$ cat config.mk
export PLATFORM = sky130hd
export DESIGN_NAME = cpqm_ctrl
export DESIGN_NICKNAME = d
export VERILOG_FILES = /design/src/hdl/cpqm_pkg.sv /design/src/hdl/cpqm_ctrl.sv
export SDC_FILE = /design/constraint.sdc
export NUM_CORES = 1
export LEC_CHECK = 0
export BUFFER_PORTS_ARGS = -buffer_cell sky130_fd_sc_hd__buf_4
export CELL_PAD_IN_SITES_DETAIL_PLACEMENT = 1
export CELL_PAD_IN_SITES_GLOBAL_PLACEMENT = 1
export CORE_MARGIN = 3
export CORE_UTILIZATION = 43
export CTS_BUF_LIST = sky130_fd_sc_hd__clkbuf_16
export DETAILED_ROUTE_END_ITERATION = 8
export PLACE_DENSITY_LB_ADDON = 0.1
export REMOVE_ABC_BUFFERS = 1
export SYNTH_ARGS = -nofsm -noshare
export SYNTH_HDL_FRONTEND = slang
export SYNTH_SLANG_ARGS = --single-unit
$ cat constraint.sdc
create_clock -name clk_i -period 3.01 [get_ports clk_i]
set_input_delay 0.301 -clock clk_i [delete_from_list [all_inputs] [get_ports clk_i]]
set_output_delay 0.301 -clock clk_i [all_outputs]
set_load 0.02 [all_outputs]
$ cat src/hdl/cpqm_pkg.sv
package cpqm_pkg;

  localparam int DW   = 32;
  localparam int FRAC = 16;

  localparam logic signed [63:0] VMAX  = 64'sd2147483647;
  localparam logic signed [63:0] VMIN  = -64'sd2147483648;
  localparam logic signed [63:0] HALF  = 64'sd32768;
  localparam logic signed [63:0] ONE   = 64'sd65536;
  localparam logic signed [63:0] TENTH = 64'sd6554;
  localparam logic signed [63:0] CENT  = 64'sd655;
  localparam logic signed [63:0] HIGH_MARGIN = 64'sd983040;

  localparam logic [23:0] DT_Q   = 24'd83886;
  localparam logic [23:0] POS_KD = 24'd167772;
  localparam logic signed [17:0] THR_STEP  = 18'sd66;
  localparam logic signed [17:0] THR_MAX   = 18'sd32768;
  localparam logic [15:0]        THR_RESET = 16'd21627;

  localparam logic [1:0] MODE_STAB   = 2'd0;
  localparam logic [1:0] MODE_FLIGHT = 2'd1;
  localparam logic [1:0] MODE_LAND   = 2'd2;

  localparam logic [2:0] REG_TX    = 3'd0;
  localparam logic [2:0] REG_TY    = 3'd1;
  localparam logic [2:0] REG_DV    = 3'd2;
  localparam logic [2:0] REG_MODE  = 3'd3;
  localparam logic [2:0] REG_POSKP = 3'd4;
  localparam logic [2:0] REG_KP    = 3'd5;
  localparam logic [2:0] REG_KI    = 3'd6;
  localparam logic [2:0] REG_KD    = 3'd7;

  typedef enum logic [4:0] {
    OP_NOP, OP_CLRSET, OP_ERRP, OP_ERRA, OP_DER, OP_MUL_PKP, OP_MUL_PKD,
    OP_MUL_DT, OP_MUL_KP, OP_MUL_KI, OP_MUL_KD, OP_ADD, OP_INTEG,
    OP_POSOUT, OP_ATTOUT, OP_MOTOR, OP_SQ, OP_TRIM
  } op_e;

  typedef struct packed {
    op_e        op;
    logic [1:0] idx;
    logic       pos;
    logic       load_in;
    logic       load_out;
  } cmd_t;

  localparam logic [5:0] PROG_LAST = 6'd53;

  function automatic logic signed [31:0] sat32(input logic signed [63:0] v);
    logic signed [63:0] r;
    r = (v > VMAX) ? VMAX : ((v < VMIN) ? VMIN : v);
    return r[31:0];
  endfunction

  function automatic cmd_t prog(input logic [5:0] pc);
    cmd_t c;
    logic [5:0] q;
    c = '0;
    c.op = OP_NOP;
    if (pc == 6'd0) begin
      c.op = OP_CLRSET;
    end else if (pc <= 6'd14) begin
      c.pos = 1'b1;
      c.idx = (pc >= 6'd8) ? 2'd1 : 2'd0;
      q = (pc >= 6'd8) ? pc - 6'd8 : pc - 6'd1;
      case (q)
        6'd0: c.op = OP_ERRP;
        6'd1: c.op = OP_DER;
        6'd2: c.op = OP_MUL_PKP;
        6'd3: c.op = OP_ADD;
        6'd4: c.op = OP_MUL_PKD;
        6'd5: c.op = OP_ADD;
        default: c.op = OP_POSOUT;
      endcase
    end else if (pc <= 6'd47) begin
      if (pc >= 6'd37) begin
        c.idx = 2'd2;
        q = pc - 6'd37;
      end else if (pc >= 6'd26) begin
        c.idx = 2'd1;
        q = pc - 6'd26;
      end else begin
        c.idx = 2'd0;
        q = pc - 6'd15;
      end
      case (q)
        6'd0:  c.op = OP_ERRA;
        6'd1:  c.op = OP_DER;
        6'd2:  c.op = OP_MUL_DT;
        6'd3:  c.op = OP_INTEG;
        6'd4:  c.op = OP_MUL_KP;
        6'd5:  c.op = OP_ADD;
        6'd6:  c.op = OP_MUL_KI;
        6'd7:  c.op = OP_ADD;
        6'd8:  c.op = OP_MUL_KD;
        6'd9:  c.op = OP_ADD;
        default: c.op = OP_ATTOUT;
      endcase
    end else if (pc <= 6'd51) begin
      c.op  = OP_MOTOR;
      q     = pc - 6'd48;
      c.idx = q[1:0];
    end else if (pc == 6'd52) begin
      c.op = OP_SQ;
    end else begin
      c.op = OP_TRIM;
    end
    return c;
  endfunction

endpackage

$ cat src/hdl/cpqm_ctrl.sv
module cpqm_ctrl (
  input  logic            clk_i,
  input  logic            rst_ni,
  input  logic            s_axis_tvalid,
  output logic            s_axis_tready,
  output logic            m_axis_tvalid,
  input  logic            m_axis_tready,
  output cpqm_pkg::cmd_t  cmd_o
);
  import cpqm_pkg::*;

  localparam logic [1:0] ST_IDLE = 2'd0;
  localparam logic [1:0] ST_RUN  = 2'd1;
  localparam logic [1:0] ST_DONE = 2'd2;

  logic [1:0] state_q, state_d;
  logic [5:0] pc_q, pc_d;
  logic       mv_q, mv_d;
  logic       slot_free;

  assign slot_free     = !mv_q || m_axis_tready;
  assign s_axis_tready = (state_q == ST_IDLE);
  assign m_axis_tvalid = mv_q;

  always_comb begin
    state_d = state_q;
    pc_d    = pc_q;
    mv_d    = mv_q && !m_axis_tready;
    cmd_o   = '0;
    cmd_o.op = OP_NOP;
    case (state_q)
      ST_IDLE: begin
        if (s_axis_tvalid) begin
          cmd_o.load_in = 1'b1;
          state_d = ST_RUN;
          pc_d    = '0;
        end
      end
      ST_RUN: begin
        cmd_o = prog(pc_q);
        pc_d  = pc_q + 6'd1;
        if (pc_q == PROG_LAST) state_d = ST_DONE;
      end
      ST_DONE: begin
        if (slot_free) begin
          cmd_o.load_out = 1'b1;
          mv_d    = 1'b1;
          state_d = ST_IDLE;
        end
      end
      default: state_d = ST_IDLE;
    endcase
  end

  always_ff @(posedge clk_i or negedge rst_ni) begin
    if (!rst_ni) begin
      state_q <= ST_IDLE;
      pc_q    <= '0;
      mv_q    <= 1'b0;
    end else begin
      state_q <= state_d;
      pc_q    <= pc_d;
      mv_q    <= mv_d;
    end
  end

endmodule

==> load_flow_metrics.sql <==
INSERT INTO impl_metrics (metric_group, metric, value, unit) VALUES
('worst_setup_path', 'worstPathMaxFanout', '5', ''),
('yosys', 'seq_area_frac_synth', '14.9', '%'),
('die', 'die_width', '65.2', 'µm'),
('flow_run', 'max_capacitance_violation_count', '0', ''),
('sta', 'fin_setup_tns', '-0.0263', 'ns'),
('sta', 'final_worst_path_cycle_share', '101', '%'),
('place', 'placedCellCount', '261', ''),
('detailed_routing', 'antenna_violating_nets_post_route', '0', ''),
('yosys', 'dominantRegCellSynth', 'dfrtp_1', ''),
('worst_setup_path', 'critical-path-max-stage-delay', '0.38', 'ns'),
('yosys', 'async_reset_ff_share', '100', '%'),
('place', 'port_buffers', '15', ''),
('cells_and_area', 'layout-drive-gt1-share', '32.1', '%'),
('sta', 'report.final.setup_viol', '1', ''),
('worst_setup_path', 'timing.critical_path.mode_cell', 'buf_4', ''),
('die', 'top_level_ports', '16', ''),
('outcome', 'failed_checks', 'setup timing', ''),
('detailed_routing', 'route.detailed.drc', '0', ''),
('worst_setup_path', 'worst_r2r_endpoint', 'pc_q[3]', ''),
('cells_and_area', 'post_layout_nonfiller_instances', '281', ''),
('yosys', 'ys.warnings.count', '0', ''),
('detailed_routing', 'first_pass_iters', '4', ''),
('die', 'area_of_the_die', '0.00425', 'mm²'),
('global_route', 'grt_pass1_vias', '1757', ''),
('sta', 'finalWorstSetupSlack', '-0.0263', 'ns'),
('worst_setup_path', 'r2r_cells', '7', ''),
('detailed_routing', 'finalWirelength', '6.70', 'mm'),
('global_route', 'grt_first_pass_wirelength', '8.98', 'mm'),
('cts', 'h_tree_depth', '1', ''),
('die', 'initial_core_utilization', '47.1', '%'),
('worst_setup_path', 'setup.worst_path.start', 'pc_q[1]', ''),
('worst_setup_path', 'worst_setup_path_end_kind', 'output pin', ''),
('sta', 'fin_worst_skew', '0.00203', 'ns'),
('detailed_routing', 'avgViaCountPerCell', '6.50', ''),
('sta', 'maxSlewHeadroom', '60.3', '%'),
('cts', 'ctsLongestPathBuffers', '2', ''),
('worst_setup_path', 'ff2ff_setup_slack', '1.29', 'ns'),
('global_route', 'grt_start_max_net_pins', '20', ''),
('place', 'finalWeightedCongestion', '0.918', ''),
('yosys', 'netlist_area', '0.00151', 'mm²'),
('die', 'cell_rows', '20', ''),
('cells_and_area', 'stdcell_area', '0.00204', 'mm²'),
('cells_and_area', 'antennaDiodeCount', '0', ''),
('die', 'height_of_the_chip', '65.2', 'µm'),
('yosys', 'synth_edf_count', '0', ''),
('worst_setup_path', 'endpoint', 'cmd_o[8]', ''),
('yosys', 'synthDistinctLibCells', '54', ''),
('worst_setup_path', 'worst_ep_required_time', '2.71', 'ns'),
('min_path', 'hold_path_class', 'input pin to register', ''),
('die', 'fp.coreArea', '0.00320', 'mm²'),
('sta', 'post-route-min-period', '3.04', 'ns'),
('place', 'place_hpwl', '4.03', 'mm'),
('outcome', 'result_of_the_run', 'finished, violations left', ''),
('cts', 'clock_latency', '0.24', 'ns'),
('sta', 'timing_max_transition_violations_final', '0', ''),
('worst_setup_path', 'data_arrival_time_of_the_critical_path', '2.74', 'ns'),
('place', 'place_worst_setup_slack', '0.0769', 'ns'),
('cts', 'clk_root_buffer_cell', 'clkbuf_16', ''),
('cts', 'tritoncts.num_buffers', '3', ''),
('yosys', 'synth_area_leader_cell', 'dfrtp_1', ''),
('global_route', 'globalRoute.totalOverflow', '0', ''),
('yosys', 'synthesis.instances', '201', ''),
('yosys', 'fraction_of_synthesized_cell_area_taken_by_the_top_area_cell_type', '14.9', '%'),
('yosys', 'synthesized_area_divided_by_synthesized_cell_count', '7.50', 'µm²'),
('global_route', 'track_usage', '27.3', '%'),
('cells_and_area', 'synthToLayoutAreaGrowth', '35.5', '%'),
('worst_setup_path', 'crit_slowest_cell', 'dfrtp_1', ''),
('detailed_routing', 'detailedRoute.firstIterationViolations', '151', ''),
('worst_setup_path', 'timing.rr.start', 'pc_q[1]', ''),
('cells_and_area', 'final_net_count', '256', ''),
('yosys', 'yosys-top-cells-area', 'dfrtp_1, ha_1, o21ai_0', '');
repair_timing:
item	CTS	global route
hold endpoints to repair	9	0
gates resized for setup	9	20
pin swaps	1	8
setup endpoints to repair	4	5
hold buffers	1	0
setup buffers	1	15
metrics by stage:
step                hold slack [ns]  utilization [%]
floorplan                   0.00541                -
global placement              0.129             53.9
detailed placement            0.133             53.9
CTS                           0.362             57.5
global route                  0.393             63.8
finish                        0.348             63.8
worst min-delay path by stage:
stage | startpoint | end | cells after the start
2_1_floorplan | rst_ni | m_axis_tvalid | 0
5_1_grt | m_axis_tready | m_axis_tvalid | 3
6_report | m_axis_tready | m_axis_tvalid | 3
4_1_cts | m_axis_tready | m_axis_tvalid | 3
3_5_place_dp | rst_ni | pc_q[3] | 1
3_3_place_gp | rst_ni | pc_q[3] | 1
metal layers:
metal	global-route usage [%]	wire length, µm	vias up
li1	-	-	809
met1	35.8	2800	899
met2	44.8	3260	95
met3	5.47	412	23
met4	8.29	228	0
met5	0	0	-
placed cells by master, fill, tap and decap left out, drive strengths merged, types with 4 or more instances in the layout:
master,n
mux2i,4
nor3,12
xnor2,6
inv,10
ha,14
buf,43
a21oi,16
o22ai,5
a22o,5
o21ai,18
nand2b,8
a211oi,4
nand2,16
nor2b,5
nor2,15
dfrtp,9
sequential cells by signal, indices dropped and copies added, names as in the netlist:
signal and flops:
m_axis_tvalid 1, pc_q 6, state_q 2
area by class of cell:
| type | instances | area (µm²) |
|---|---|---|
| clock buffers | 3 | 75.1 |
| fillers | 410 | 1160 |
| multi-input cells | 170 | 1290 |
| flip-flops and latches | 9 | 230 |
| repair buffers | 44 | 353 |
| clock inverters | 1 | 3.75 |
| well taps | 44 | 55.1 |
| inverters | 10 | 37.5 |
cells by family after synthesis:
kind of cell | after synthesis | synth area share, %
AOI/OAI and AO/OA | 75 | 35.5
xor gates and xnor gates | 7 | 4.56
adders and majority gates | 14 | 11.6
buffers and inverters | 22 | 6.39
DFF | 9 | 14.9
muxes | 5 | 3.40
and+or+nand+nor | 69 | 23.6
worst max-delay path: cells and delay by family, from the launching register on:
kind                       cells  cell delay (ns)
AOI/OAI and AO/OA              6             1.10
buffers and inverters          3             0.48
DFF                            1             0.38
and+or+nand+nor                1             0.29
adders and majority gates      1             0.24
Power is not shown: default switching activity piles up to over one toggle a cycle in this logic, so the estimate is an artifact.
